`src/hdl/sledec_pkg.sv`:
```
// Package for the string literal escape decoder: phase, status and mode codes,
// character constants, the shader prefix text and the hex digit decoder.
// No dependencies.
package sledec_pkg;

  typedef enum logic [2:0] {
    PH_IDLE   = 3'd0,
    PH_PREFIX = 3'd1,
    PH_BODY   = 3'd2,
    PH_ESC    = 3'd3,
    PH_HEX1   = 3'd4,
    PH_HEX2   = 3'd5
  } phase_t;

  typedef enum logic [1:0] {
    ST_DATA  = 2'd0,
    ST_CLOSE = 2'd1,
    ST_ERROR = 2'd2
  } status_t;

  typedef enum logic [1:0] {
    MODE_NORMAL = 2'd0,
    MODE_RAW    = 2'd1,
    MODE_SHADER = 2'd2
  } mode_t;

  typedef struct packed {
    status_t    status;
    logic [7:0] data;
    mode_t      mode;
    logic       last;
  } result_t;

  localparam logic [7:0] CH_QUOTE  = 8'h22;
  localparam logic [7:0] CH_BSLASH = 8'h5C;
  localparam logic [7:0] CH_AT     = 8'h40;
  localparam logic [7:0] CH_N      = 8'h6E;
  localparam logic [7:0] CH_T      = 8'h74;
  localparam logic [7:0] CH_X      = 8'h78;
  localparam logic [7:0] CH_LF     = 8'h0A;
  localparam logic [7:0] CH_TAB    = 8'h09;

  localparam logic [2:0] PREFIX_LAST = 3'd7;

  // Text @Shader" indexed by prefix position
  function automatic logic [7:0] shader_tag(input logic [2:0] idx);
    logic [7:0] c;
    case (idx)
      3'd0:    c = 8'h40;
      3'd1:    c = 8'h53;
      3'd2:    c = 8'h68;
      3'd3:    c = 8'h61;
      3'd4:    c = 8'h64;
      3'd5:    c = 8'h65;
      3'd6:    c = 8'h72;
      default: c = 8'h22;
    endcase
    return c;
  endfunction

  // Bit 4 set when the character is a hex digit, bits 3:0 its value
  function automatic logic [4:0] hex_value(input logic [7:0] c);
    logic [7:0] d;
    logic [4:0] r;
    r = 5'd0;
    if (c >= 8'h30 && c <= 8'h39) begin
      d = c - 8'h30;
      r = {1'b1, d[3:0]};
    end else if (c >= 8'h61 && c <= 8'h66) begin
      d = c - 8'h57;
      r = {1'b1, d[3:0]};
    end else if (c >= 8'h41 && c <= 8'h46) begin
      d = c - 8'h37;
      r = {1'b1, d[3:0]};
    end
    return r;
  endfunction

endpackage

```
`src/hdl/string_literal_escape_decoder.sv`:
```
// String literal escape decoder, top level.
// Depends on sledec_pkg.
//
// Usage: requests carry one character of a source line (ch) with start_req
// marking the opening character of a literal and line_end marking the end of
// the line (ch ignored). An opening character other than @ (such as a quote) opens a
// normal literal, @" a raw one and @Shader" a shader one. Results carry status (data, close, error), the
// decoded byte, the literal mode and last, set on the final result of a
// request. A request gives zero, one or two results.
// Order: a request is held in the input register, then decoded into the
// result queue, whose head entry is offered on the output.
// Throughput: one request per cycle while results drain at one per cycle; a
// request giving two results fills two queue entries. The rate is set by the
// single output port of the four-entry result queue.
// Reset: synchronous, clears the phase, mode and queue; the block is idle.
// Stall: when out_ready is low the queue fills; the input register holds
// while fewer than two queue entries are free, and in_ready then drops.
module string_literal_escape_decoder
  import sledec_pkg::*;
(
  input  logic       clk,
  input  logic       rst,
  input  logic       in_valid,
  output logic       in_ready,
  input  logic [7:0] ch,
  input  logic       start_req,
  input  logic       line_end,
  output logic       out_valid,
  input  logic       out_ready,
  output logic [1:0] status,
  output logic [7:0] data,
  output logic [1:0] mode,
  output logic       last
);

  localparam int unsigned QDepth = 4;
  localparam int unsigned QAw    = $clog2(QDepth);

  // input register
  logic       s1_valid;
  logic [7:0] s1_ch;
  logic       s1_start;
  logic       s1_lend;
  logic       s1_fire;

  // decoder state
  phase_t     phase, phase_next;
  mode_t      lit_mode, lit_mode_next;
  logic [2:0] prefix_index, prefix_index_next;
  logic [3:0] hex_high, hex_high_next;

  // result queue
  result_t          queue [QDepth];
  logic [QAw-1:0]   wr_ptr;
  logic [QAw-1:0]   rd_ptr;
  logic [QAw:0]     count;
  logic             pop;

  logic [1:0]  n_res;
  status_t     r0_status;
  logic [7:0]  r0_data;
  logic [7:0]  r1_data;
  logic [4:0]  hv;
  result_t     res0, res1;

  assign s1_fire  = s1_valid && (count <= (QAw+1)'(QDepth - 2));
  assign in_ready = !s1_valid || s1_fire;

  always_ff @(posedge clk) begin
    if (rst) begin
      s1_valid <= 1'b0;
    end else if (in_ready) begin
      s1_valid <= in_valid;
    end
  end

  always_ff @(posedge clk) begin
    if (in_ready && in_valid) begin
      s1_ch    <= ch;
      s1_start <= start_req;
      s1_lend  <= line_end;
    end
  end

  always_comb begin
    phase_next        = phase;
    lit_mode_next     = lit_mode;
    prefix_index_next = prefix_index;
    hex_high_next     = hex_high;
    n_res             = 2'd0;
    r0_status         = ST_DATA;
    r0_data           = 8'h00;
    r1_data           = 8'h00;
    hv                = hex_value(s1_ch);
    if (s1_lend) begin
      if (phase != PH_IDLE) begin
        n_res     = 2'd1;
        r0_status = ST_ERROR;
      end
      phase_next = PH_IDLE;
    end else if (s1_start) begin
      // drop any literal in progress
      lit_mode_next     = MODE_NORMAL;
      hex_high_next     = 4'd0;
      if (s1_ch == CH_AT) begin
        phase_next        = PH_PREFIX;
        prefix_index_next = 3'd1;
      end else begin
        phase_next        = PH_BODY;
        prefix_index_next = 3'd0;
      end
    end else begin
      unique case (phase)
        PH_IDLE: begin
          phase_next = PH_IDLE;
        end
        PH_PREFIX: begin
          if (prefix_index == 3'd1 && s1_ch == CH_QUOTE) begin
            lit_mode_next = MODE_RAW;
            phase_next    = PH_BODY;
          end else if (prefix_index != 3'd0 && s1_ch == shader_tag(prefix_index)) begin
            if (prefix_index == PREFIX_LAST) begin
              lit_mode_next = MODE_SHADER;
              phase_next    = PH_BODY;
            end else begin
              prefix_index_next = prefix_index + 3'd1;
            end
          end else begin
            n_res      = 2'd1;
            r0_status  = ST_ERROR;
            phase_next = PH_IDLE;
          end
        end
        PH_BODY: begin
          if (s1_ch == CH_QUOTE) begin
            n_res      = 2'd1;
            r0_status  = ST_CLOSE;
            phase_next = PH_IDLE;
          end else if (lit_mode != MODE_RAW && s1_ch == CH_BSLASH) begin
            phase_next = PH_ESC;
          end else begin
            n_res   = 2'd1;
            r0_data = s1_ch;
          end
        end
        PH_ESC: begin
          phase_next = PH_BODY;
          if (s1_ch == CH_QUOTE || s1_ch == CH_BSLASH) begin
            n_res   = 2'd1;
            r0_data = s1_ch;
          end else if (s1_ch == CH_N) begin
            n_res   = 2'd1;
            r0_data = CH_LF;
          end else if (s1_ch == CH_T) begin
            n_res   = 2'd1;
            r0_data = CH_TAB;
          end else if (s1_ch == CH_X) begin
            phase_next = PH_HEX1;
          end else begin
            // unknown escape: pass the backslash and the character on
            n_res   = 2'd2;
            r0_data = CH_BSLASH;
            r1_data = s1_ch;
          end
        end
        PH_HEX1: begin
          if (!hv[4]) begin
            n_res      = 2'd1;
            r0_status  = ST_ERROR;
            phase_next = PH_IDLE;
          end else begin
            hex_high_next = hv[3:0];
            phase_next    = PH_HEX2;
          end
        end
        PH_HEX2: begin
          if (!hv[4]) begin
            n_res      = 2'd1;
            r0_status  = ST_ERROR;
            phase_next = PH_IDLE;
          end else begin
            n_res      = 2'd1;
            r0_data    = {hex_high, hv[3:0]};
            phase_next = PH_BODY;
          end
        end
        default: begin
          phase_next = PH_IDLE;
        end
      endcase
    end
  end

  always_ff @(posedge clk) begin
    if (rst) begin
      phase        <= PH_IDLE;
      lit_mode     <= MODE_NORMAL;
      prefix_index <= 3'd0;
      hex_high     <= 4'd0;
    end else if (s1_fire) begin
      phase        <= phase_next;
      lit_mode     <= lit_mode_next;
      prefix_index <= prefix_index_next;
      hex_high     <= hex_high_next;
    end
  end

  // mode is that of the literal before this request, no result follows a change
  assign res0 = '{status: r0_status, data: r0_data, mode: lit_mode,
                  last: (n_res == 2'd1)};
  assign res1 = '{status: ST_DATA, data: r1_data, mode: lit_mode, last: 1'b1};

  assign pop       = out_valid && out_ready;
  assign out_valid = (count != '0);

  always_ff @(posedge clk) begin
    if (s1_fire && n_res != 2'd0) begin
      queue[wr_ptr] <= res0;
    end
    if (s1_fire && n_res == 2'd2) begin
      queue[wr_ptr + QAw'(1)] <= res1;
    end
  end

  always_ff @(posedge clk) begin
    if (rst) begin
      wr_ptr <= '0;
      rd_ptr <= '0;
      count  <= '0;
    end else begin
      if (s1_fire) begin
        wr_ptr <= wr_ptr + QAw'(n_res);
      end
      if (pop) begin
        rd_ptr <= rd_ptr + QAw'(1);
      end
      count <= count + (QAw+1)'(s1_fire ? n_res : 2'd0) - (QAw+1)'(pop);
    end
  end

  assign status = queue[rd_ptr].status;
  assign data   = queue[rd_ptr].data;
  assign mode   = queue[rd_ptr].mode;
  assign last   = queue[rd_ptr].last;

`ifndef SYNTHESIS
  a_queue_bound: assert property (@(posedge clk) disable iff (rst)
    count <= (QAw+1)'(QDepth))
    else $error("result queue overflow");

  a_room_on_fire: assert property (@(posedge clk) disable iff (rst)
    s1_fire |-> count <= (QAw+1)'(QDepth - 2))
    else $error("request decoded without room for two results");

  a_lend_idles: assert property (@(posedge clk) disable iff (rst)
    (s1_fire && s1_lend) |=> phase == PH_IDLE)
    else $error("line end did not return to idle");

  a_escape_not_raw: assert property (@(posedge clk) disable iff (rst)
    (phase == PH_ESC || phase == PH_HEX1 || phase == PH_HEX2) |-> lit_mode != MODE_RAW)
    else $error("escape decoding in raw literal");

  a_prefix_index: assert property (@(posedge clk) disable iff (rst)
    phase == PH_PREFIX |-> prefix_index != 3'd0)
    else $error("prefix phase with zero position");
`endif

endmodule

```
`config.mk`:
```
export PLATFORM = sky130hd
export DESIGN_NAME = string_literal_escape_decoder
export DESIGN_NICKNAME = d
export VERILOG_FILES = /design/src/hdl/sledec_pkg.sv /design/src/hdl/string_literal_escape_decoder.sv
export SDC_FILE = /design/constraint.sdc
export NUM_CORES = 1
export LEC_CHECK = 0
export ABC_AREA = 1
export BUFFER_PORTS_ARGS = -buffer_cell sky130_fd_sc_hd__buf_2
export CORE_MARGIN = 3
export CORE_UTILIZATION = 65
export CTS_CLUSTER_DIAMETER = 40
export DETAILED_ROUTE_END_ITERATION = 10
export PLACE_DENSITY_LB_ADDON = 0.12
export RECOVER_POWER = 100
export SYNTH_ARGS = -nofsm -noshare
export SYNTH_HDL_FRONTEND = slang
export SYNTH_SLANG_ARGS = --single-unit
```
`constraint.sdc`:
```
create_clock -name clk -period 6.5 [get_ports clk]
set_input_delay 0.975 -clock clk [delete_from_list [all_inputs] [get_ports clk]]
set_output_delay 0.975 -clock clk [all_outputs]
set_load 0.02 [all_outputs]
```
==> results of run 1 <==
[worst paths after layout]
kind,from,endpoint,slack (ns),cells after the start
worst max-delay path,s1_ch[0]$_DFFE_PP_,queue[1][2]$_DFFE_PP_,2.40,13
worst min-delay path,rd_ptr[1]$_SDFFE_PP0P_,rd_ptr[1]$_SDFFE_PP0P_,0.48,2
worst max register to register,s1_ch[0]$_DFFE_PP_,queue[1][2]$_DFFE_PP_,2.40,13
worst min register to register,rd_ptr[1]$_SDFFE_PP0P_,rd_ptr[1]$_SDFFE_PP0P_,0.48,2
[sequential cells by signal, indices dropped and copies added (netlist names), named ones only]
register,count
s1_lend,1
s1_valid,1
phase,3
hex_high,4
wr_ptr,2
s1_ch,8
lit_mode,2
count,3
s1_start,1
queue,52
prefix_index,3
rd_ptr,2
[tightest hold or removal path, cell delays in order (launching register included)]
cell and delay (ns):
dfxtp_1 0.30, inv_1 0.06, a21oi_1 0.07
[where the power goes]
| group | leakage [µW] | switching (µW) | total [µW] | internal (µW) |
|---|---|---|---|---|
| sequential | 0.000732 | 52.7 | 659 | 606 |
| combinational | 0.00143 | 252 | 361 | 109 |
| clock | 0.0000962 | 195 | 348 | 153 |
| total | 0.00226 | 500 | 1370 | 867 |
[final cells by class]
class	instances	area share (%)
Inverter	87	6.39
Tap cell	99	2.37
Multi-Input combinational cell	453	43.6
Sequential cell	84	41.7
Timing Repair Buffer	29	2.37
Clock inverter	6	0.885
Clock buffer	10	2.63
[metrics by stage]
step	instance area (µm²)	util (%)	worst slack (ns)	hold WS, ns
floorplan	5020	-	3.45	0.424
global placement	5190	70.4	3.24	0.442
detailed placement	5190	70.4	3.12	0.448
CTS	5370	72.9	2.75	0.469
global route	5230	71.0	1.98	0.482
finish	5230	71.0	2.40	0.476
[cell usage after synthesis, types with 2 or more instances]
cell,count
nand2_1,129
nor2_1,86
inv_1,69
o21ai_0,52
edfxtp_1,50
a21oi_1,34
dfxtp_1,34
nand3_1,32
o22ai_1,27
nand2_2,16
nand4_1,15
ha_1,14
inv_2,13
clkbuf_1,7
nand2_4,6
nor2_2,6
nand3_2,5
nor2_4,4
nor3_1,4
buf_6,3
inv_4,3
nand3_4,3
o211ai_1,3
xor2_1,3
a211oi_1,2
o31ai_1,2
[cell usage in the layout, fill, tap and decap left out, types with 5 or more instances in the layout]
| master | synthesis | final |
|---|---|---|
| nor3_1 | 4 | 5 |
| buf_2 | 0 | 12 |
| a21oi_1 | 34 | 34 |
| nand3_1 | 32 | 37 |
| dfxtp_1 | 34 | 34 |
| ha_1 | 14 | 14 |
| clkbuf_1 | 7 | 17 |
| o21ai_0 | 52 | 53 |
| inv_2 | 13 | 10 |
| clkbuf_8 | 1 | 10 |
| nand2_2 | 16 | 10 |
| nor2_1 | 86 | 90 |
| edfxtp_1 | 50 | 50 |
| nand2_1 | 129 | 138 |
| inv_1 | 69 | 71 |
| nand4_1 | 15 | 15 |
| o22ai_1 | 27 | 27 |
[layer usage]
metal  wire length [µm]  vias to the layer above
met5                  0                        -
met4                442                        0
met3               1020                       50
met2               6410                      260
met1               4890                     2030
li1                   -                     2179
[cells by family (layout without fill, tap and decap cells)]
kind of cell | Yosys count | after routing | synth area share, %
AOI/OAI and AO/OA | 126 | 126 | 13.9
xor gates and xnor gates | 3 | 3 | 0.524
DFF | 84 | 84 | 43.5
adders and majority gates | 15 | 15 | 3.89
buffers and inverters | 101 | 132 | 8.77
and+or+nand+nor | 309 | 309 | 29.4
==> impl_metrics.yaml, run 1 <==
status:
  status: "finished, final reports clean"
critical_path:
  crit_family: "simple AND/OR/NAND/NOR gates"
  setup.worst_path.start_class: "flip-flop"
  cp_slowest_cell: "nand3_1"
  crit_fanout: 12
  critPathKind: "flip-flop to flip-flop"
  worstPathCellList: "inv_1 > ha_1 > nand3_2 > nor2_1 > clkinvlp_2 > nand2_1 > nor3_1 > nand2_1 > nand3_1 > nand3_1 > nand2_1 > inv_1 > nor2_1"
  path_common_cell: "nand2_1"
  cp.arrival_ns: 4.21
  crit_buf_inv: 3
  slowest_delay_ns: 0.53
  end_kind: "flip-flop"
  cp.required_ns: 6.60
floorplan:
  die_h_um: 93.9
  fp.dieArea_mm2: 0.00881
  die_w_um: 93.9
  pin_count: 29
  num_rows: 31
  start_util_pct: 68.1
  core_mm2: 0.00737
clocking:
  cts_hold_buffers: 0
  cts_buffer_depth: 2
  clk_pin_slew_ns: 0.09
  cts-root-buf: "clkbuf_8"
  clk_latency_ns: 0.36
  ctsHtreeMaxLevel: 3
  tritoncts: "built"
  postCtsSetupRepairBufs: 0
  cts_resized: 0
  cts_buffers: 9
  cts.sinks: 84
route:
  wl_per_cell_um: 16.6
  vias_per_cell: 5.88
  drt-pass1-iter-count: 6
  wl_um: 12800
  drt-initial-drc-count: 348
  vias: 4519
  postRouteAntennaNets: 0
  drc: 0
power_and_ir_drop:
  total_power_uw: 1370
  power_density_mw_per_mm2: 261
  vdd_drop_max_mv: 0.219
  p_leak_uw: 0.00226
sta:
  max_freq_mhz: 244
  hold_violations: 0
  tightest_slew_ns: 0.963
  skew_ns: 0.00819
  setup_tns_ns: 0
  period_share_pct: 63.1
  rsz0062_at_grt: "no"
  relSlewSlack_pct: 35.8
  post-route-min-period_ns: 4.10
  setup_violations: 0
  drv_slew: 0
cells_and_area:
  regArea_mm2: 0.00218
  antenna_cells: 0
  fillerInstances: 616
  nets: 693
  syn2layout_area_growth_pct: 4.19
  instances_no_fill: 768
  layout-drive-gt1-share_pct: 9.57
  multi_input_area_mm2: 0.00228
global_routing:
  use_met3_pct: 5.37
  grt_use_total_pct: 29.6
  grt_pass1_wl_um: 20100
  met2_usage_pct: 52.6
  grt_busiest_layer: "met2"
  globalRouteMet1Util_pct: 34.3
  grt_pass1_vias: 4296
  grt_max_degree: 29
  grt_antenna_before_repair: 0
  grt-ovfl-total: 0
logic_synthesis:
  ys_warn_count: 0
  synth_nets: 667
  yosys.area.top_type_share_pct: 29.9
  avgSynthCellArea_um2: 7.87
  synth_largest_area_cell: "edfxtp_1"
  synthesis.area_mm2: 0.00502
  synthTopCellsByArea: "edfxtp_1, dfxtp_1, nand2_1"
  syn_inst: 638
  synth_cell_type_count: 42
  ys_seq_area_share_pct: 43.5
  yosys_most_used_dff: "edfxtp_1"
  synth-edff-count: 50
  async_reset_ff_share_pct: 0
  synth-seq-cells: 84
placement:
  gp_congestion: 1.01
  place_hpwl_um: 9510
  port_buffers: 28
  dp.cells: 752
flow_run:
  drv_cap: 0
hold_path:
  min_path_type: "flip-flop to flip-flop"
No activity file was read; power rests on OpenSTA's default activity.
==> run 2, diff against run 1 <==
--- a/config.mk
+++ b/config.mk
@@ -8,7 +8,7 @@
 export ABC_AREA = 1
 export BUFFER_PORTS_ARGS = -buffer_cell sky130_fd_sc_hd__buf_2
 export CORE_MARGIN = 3
-export CORE_UTILIZATION = 65
+export CORE_UTILIZATION = 55
 export CTS_CLUSTER_DIAMETER = 40
 export DETAILED_ROUTE_END_ITERATION = 10
 export PLACE_DENSITY_LB_ADDON = 0.12
==> constraint.sdc (replaced) <==
create_clock -name clk -period 3.5 [get_ports clk]
set_input_delay 0.525 -clock clk [delete_from_list [all_inputs] [get_ports clk]]
set_output_delay 0.525 -clock clk [all_outputs]
set_load 0.02 [all_outputs]
==> run 2 against run 1 <==
Clock power increased by 120%. Combinational power rose by 96%. Sequential power increased by 82%. Critical endpoint unchanged. Largest cell class unchanged.
==> impl_metrics.yaml, run 2 (synthesis gave the netlist of run 1 again) <==
cells_and_area:
  syn2layout_area_growth_pct: 7.38
  multi_input_area_mm2: 0.00235
  largest_register: "queue"
  final_common_cell: "nand2_1"
  nets: 699
  layout_common_cells: "nand2_1, nor2_1, inv_1"
  instances_no_fill: 783
  antenna_cells: 0
  fillerInstances: 793
  regArea_mm2: 0.00218
  largest_reg_flops: 52
  reg_top3: "queue x52, s1_ch x8, hex_high x4"
  layout-drive-gt1-share_pct: 12.9
critical_path:
  worstReg2RegStart: "s1_ch[0]$_DFFE_PP_"
  rr_endpoint: "queue[1][2]$_DFFE_PP_"
  cp-startpoint: "s1_ch[0]$_DFFE_PP_"
  crit_fanout: 12
  r2r_cells: 11
  cp.arrival_ns: 3.33
  critPathKind: "flip-flop to flip-flop"
  end_kind: "flip-flop"
  cp.required_ns: 3.62
  setup.worst_path.start_class: "flip-flop"
  reg2reg_slack_ns: 0.28
  endpoint: "queue[1][2]$_DFFE_PP_"
hold_path:
  min_path_type: "input port to flip-flop"
power_and_ir_drop:
  p_leak_uw: 0.00231
  vdd_drop_max_mv: 0.353
  seq_power_share_pct: 44.5
  p_switching_uw: 936
  combPwrFrac_pct: 26.3
  intPower_uw: 1750
  power_density_mw_per_mm2: 498
  switching_share_pct: 34.9
  clock_power_share_pct: 29.2
placement:
  place_hpwl_um: 9180
  port_buffers: 28
  gp_congestion: 0.913
  dp.cells: 765
sta:
  post-route-min-period_ns: 3.22
  setup_violations: 0
  relSlewSlack_pct: 45.2
  rsz0062_at_grt: "no"
  skew_ns: 0.0127
  hold_violations: 0
  setup_tns_ns: 0
  drv_slew: 0
  period_share_pct: 91.9
  max_freq_mhz: 311
  tightest_slew_ns: 0.819
clocking:
  cts_buffer_depth: 2
  clk_latency_ns: 0.37
  cts_hold_buffers: 0
  clk_pin_slew_ns: 0.09
  cts_buffers: 9
  cts-root-buf: "clkbuf_8"
  tritoncts: "built"
  ctsHtreeMaxLevel: 3
  cts.sinks: 84
route:
  drc: 0
  wl_per_cell_um: 15.6
  drt-pass1-iter-count: 5
  wl_um: 12200
  vias: 4354
  postRouteAntennaNets: 0
  drt-initial-drc-count: 268
  vias_per_cell: 5.56
global_routing:
  grt_pass1_vias: 4051
  grt_antenna_before_repair: 0
  grt-ovfl-total: 0
  grt_pass1_wl_um: 19900
  grt_use_total_pct: 25.0
  grt_max_degree: 29
floorplan:
  start_util_pct: 57.0
  fp.dieArea_mm2: 0.0103
  die_w_um: 102
  pin_count: 29
  num_rows: 34
  core_mm2: 0.00881
  die_h_um: 102
status:
  status: "finished, final reports clean"
flow_run:
  drv_cap: 0
==> run 2: cell types whose count changed in the layout (fill, tap and decap cells not counted), moves of 2 or more <==
cell,before,now
buf_2,12,14
buf_4,0,6
bufinv_16,0,2
clkinv_1,3,1
inv_1,71,69
inv_2,10,13
nand2_1,138,132
nand2_2,10,15
nand3_4,0,2
nor2_1,90,86
nor2_2,3,6
==> run 2: area by class of cell <==
class                   count  area share (%)
multi-input cells         453            43.6
flip-flops and latches     84            40.5
inverters                  87            6.22
repair buffers             35            3.20
well taps                 108            2.51
clock buffers              11            2.44
clock inverters             5            1.58
==> run 2: critical path: stages, from the launching register on <==
cell and delay (ns):
edfxtp_1 0.46, inv_2 0.13, ha_1 0.24, nand3_1 0.09, nor3_1 0.43, nor2_1 0.15
nand2_1 0.33, nand3_4 0.22, nand3_1 0.42, nand2_2 0.31, inv_2 0.12, nor2_1 0.04
==> run 2: how the worst min path moves through the flow <==
stage	startpoint	endpoint	slack, ns	cells past startpoint
after floorplan	queue[1][0]$_SDFFE_PP1N_	queue[1][0]$_SDFFE_PP1N_	0.42	2
after global placement	queue[0][0]$_SDFFE_PP1N_	queue[0][0]$_SDFFE_PP1N_	0.44	2
after detailed placement	queue[1][0]$_SDFFE_PP1N_	queue[1][0]$_SDFFE_PP1N_	0.45	2
after CTS	ch[4]	s1_ch[4]$_DFFE_PP_	0.31	1
after global routing	ch[5]	s1_ch[5]$_DFFE_PP_	0.31	1
final	ch[3]	s1_ch[3]$_DFFE_PP_	0.32	1
==> run 2: timing repair <==
| item | in CTS | in global routing |
|---|---|---|
| endpoints found under the setup margin | 0 | 1 |
| gates resized for setup | 0 | 3 |
| buffers inserted | 0 | 2 |
| hold endpoints to repair | 0 | 0 |
==> run 2: power by group through the flow <==
stage | clock network (µW) | logic (µW) | registers, µW
3_5_place_dp | 0 | 731 | 1220
3_3_place_gp | 0 | 716 | 1220
5_1_grt | 832 | 797 | 1210
6_report | 783 | 707 | 1200
2_1_floorplan | 0 | 564 | 1190
4_1_cts | 785 | 734 | 1190
==> run 2: stage by stage <==
step                setup slack (ns)  cell area (µm²)  total power, µW  hold slack [ns]  utilization (%)
floorplan                      0.447             5020             1750            0.424                -
global placement               0.287             5230             1930            0.444             59.4
detailed placement             0.218             5230             1950            0.447             59.4
CTS                            0.192             5440             2710            0.311             61.8
global route                  0.0375             5390             2830            0.308             61.2
finish                         0.284             5390             2690            0.318             61.2
==> run 2: per-layer routing <==
layer	vias to the layer above	wire, µm	GRT usage [%]
li1	2198	-	-
met1	1998	5270	31.9
met2	131	5930	41.5
met3	27	651	4.61
met4	0	348	11.1
met5	-	0	0
==> run 3, diff against run 2 <==
==> constraint.sdc (replaced) <==
create_clock -name clk -period 3.5 [get_ports clk]
set_input_delay 0.7 -clock clk [delete_from_list [all_inputs] [get_ports clk]]
set_output_delay 0.7 -clock clk [all_outputs]
set_load 0.02 [all_outputs]
==> run 3 against run 2 <==
Power grew 0.22%. First-iteration DRC count is 0.75% lower. Setup slack improved by 0.00054 ns. Via count barely moved. Utilization about the same. Wire length increased by 0.12%. Clock skew up 0.0019 ns. Critical endpoint unchanged. Critical path type unchanged. Largest cell class unchanged.
==> impl_metrics.yaml, run 3 (synthesis gave the netlist of run 1 again) <==
cells_and_area:
  final_common_cell: "nand2_1"
  layout_common_cells: "nand2_1, nor2_1, inv_1"
  antenna_cells: 0
  layout-drive-gt1-share_pct: 12.7
  nets: 699
  reg_top3: "queue x52, s1_ch x8, hex_high x4"
  largest_reg_flops: 52
  largest_register: "queue"
  syn2layout_area_growth_pct: 7.40
  instances_no_fill: 783
  finalCoreUtilization_pct: 61.2
placement:
  gp_congestion: 0.913
  place_hpwl_um: 9180
  post-place-ws_ns: 0.218
  dp.cells: 765
  port_buffers: 28
power_and_ir_drop:
  p_leak_uw: 0.00231
  vdd_drop_max_mv: 0.353
  power_density_mw_per_mm2: 499
sta:
  drv_slew: 0
  post-route-min-period_ns: 3.22
  max_freq_mhz: 311
  rsz0062_at_grt: "no"
  tightest_slew_ns: 0.820
  hold_violations: 0
  setup_tns_ns: 0
  period_share_pct: 91.9
  skew_ns: 0.0147
  setup_violations: 0
  relSlewSlack_pct: 45.1
  setup_ws_ns: 0.284
  whs_ns: 0.473
clocking:
  ctsHtreeMaxLevel: 3
  cts.sinks: 84
  cts_buffers: 9
  cts-root-buf: "clkbuf_8"
  tritoncts: "built"
  clk_latency_ns: 0.38
  cts_buffer_depth: 2
  clk_pin_slew_ns: 0.09
route:
  wl_um: 12200
  wl_per_cell_um: 15.6
  postRouteAntennaNets: 0
  drt-pass1-iter-count: 5
  vias_per_cell: 5.56
  drc: 0
  vias: 4353
  drt-initial-drc-count: 266
global_routing:
  grt_pass1_vias: 4051
  grt_max_degree: 29
  grt_pass1_wl_um: 19900
  grt_busiest_layer: "met2"
  globalRouteMet1Util_pct: 31.9
  grt-ovfl-total: 0
  use_met3_pct: 4.61
  grt_use_total_pct: 25.0
  grt_antenna_before_repair: 0
  met2_usage_pct: 41.5
hold_path:
  hold_depth: 2
  min_path_type: "flip-flop to flip-flop"
floorplan:
  fp.dieArea_mm2: 0.0103
  die_w_um: 102
  core_mm2: 0.00881
  pin_count: 29
  die_h_um: 102
  num_rows: 34
  start_util_pct: 57.0
critical_path:
  cp.required_ns: 3.62
  r2r_cells: 11
  cp.arrival_ns: 3.33
  crit_fanout: 12
  critPathKind: "flip-flop to flip-flop"
  setup.worst_path.start_class: "flip-flop"
  end_kind: "flip-flop"
status:
  status: "finished, final reports clean"
flow_run:
  drv_cap: 0
[run 3: cell count changes in the layout (fill, tap and decap cells not counted)]
cell | previous run | this run
clkbuf_1 | 16 | 17
buf_2 | 14 | 13
clkbuf_2 | 1 | 0
buf_4 | 6 | 7
[run 3: what timing repair did]
item	in CTS	in global routing
hold buffers	0	0
setup endpoints to repair	0	1
resized for setup	0	3
buffers inserted	0	2
[run 3: layer usage]
layer / share of wire, % / up-vias / routed length (µm)
met5: 0 / - / 0
met4: 2.8 / 0 / 337
met3: 5.3 / 26 / 647
met2: 48 / 128 / 5930
met1: 43 / 2002 / 5310
li1: - / 2197 / -
[run 3: metrics by stage]
step	area [µm²]	total power, µW
4_1_cts	5440	2710
2_1_floorplan	5020	1750
5_1_grt	5390	2840
6_report	5390	2690
3_5_place_dp	5230	1950
3_3_place_gp	5230	1930
[run 3: critical path, cell delays in order, from the launching register on]
cell      delay [ns]
edfxtp_1        0.47
inv_2           0.13
ha_1            0.24
nand3_1         0.09
nor3_1          0.43
nor2_1          0.15
nand2_1         0.33
nand3_4         0.22
nand3_1         0.42
nand2_2         0.31
inv_2           0.12
nor2_1          0.04
[run 3: area by class of cell]
cell class,instances,area (µm²)
inverter,87,335
tap,108,135
clock inverter,5,85.1
sequential,84,2180
multi-input combinational,453,2350
timing repair buffer,35,174
clock buffer,11,131
fill,792,3410
[run 3: power breakdown]
part / leakage, µW / internal (µW) / switching (µW) / total, µW
combinational: 0.00147 / 219 / 490 / 709
sequential: 0.000736 / 1130 / 70.2 / 1200
clock: 0.000104 / 407 / 380 / 786
[run 3: path summary, 6_finish.rpt]
path,start,slack (ns),to
max,s1_ch[0]$_DFFE_PP_,0.28,queue[1][2]$_DFFE_PP_
max reg2reg,s1_ch[0]$_DFFE_PP_,0.28,queue[1][2]$_DFFE_PP_
min reg2reg,queue[1][0]$_SDFFE_PP1N_,0.47,queue[1][0]$_SDFFE_PP1N_
min,queue[1][0]$_SDFFE_PP1N_,0.47,queue[1][0]$_SDFFE_PP1N_
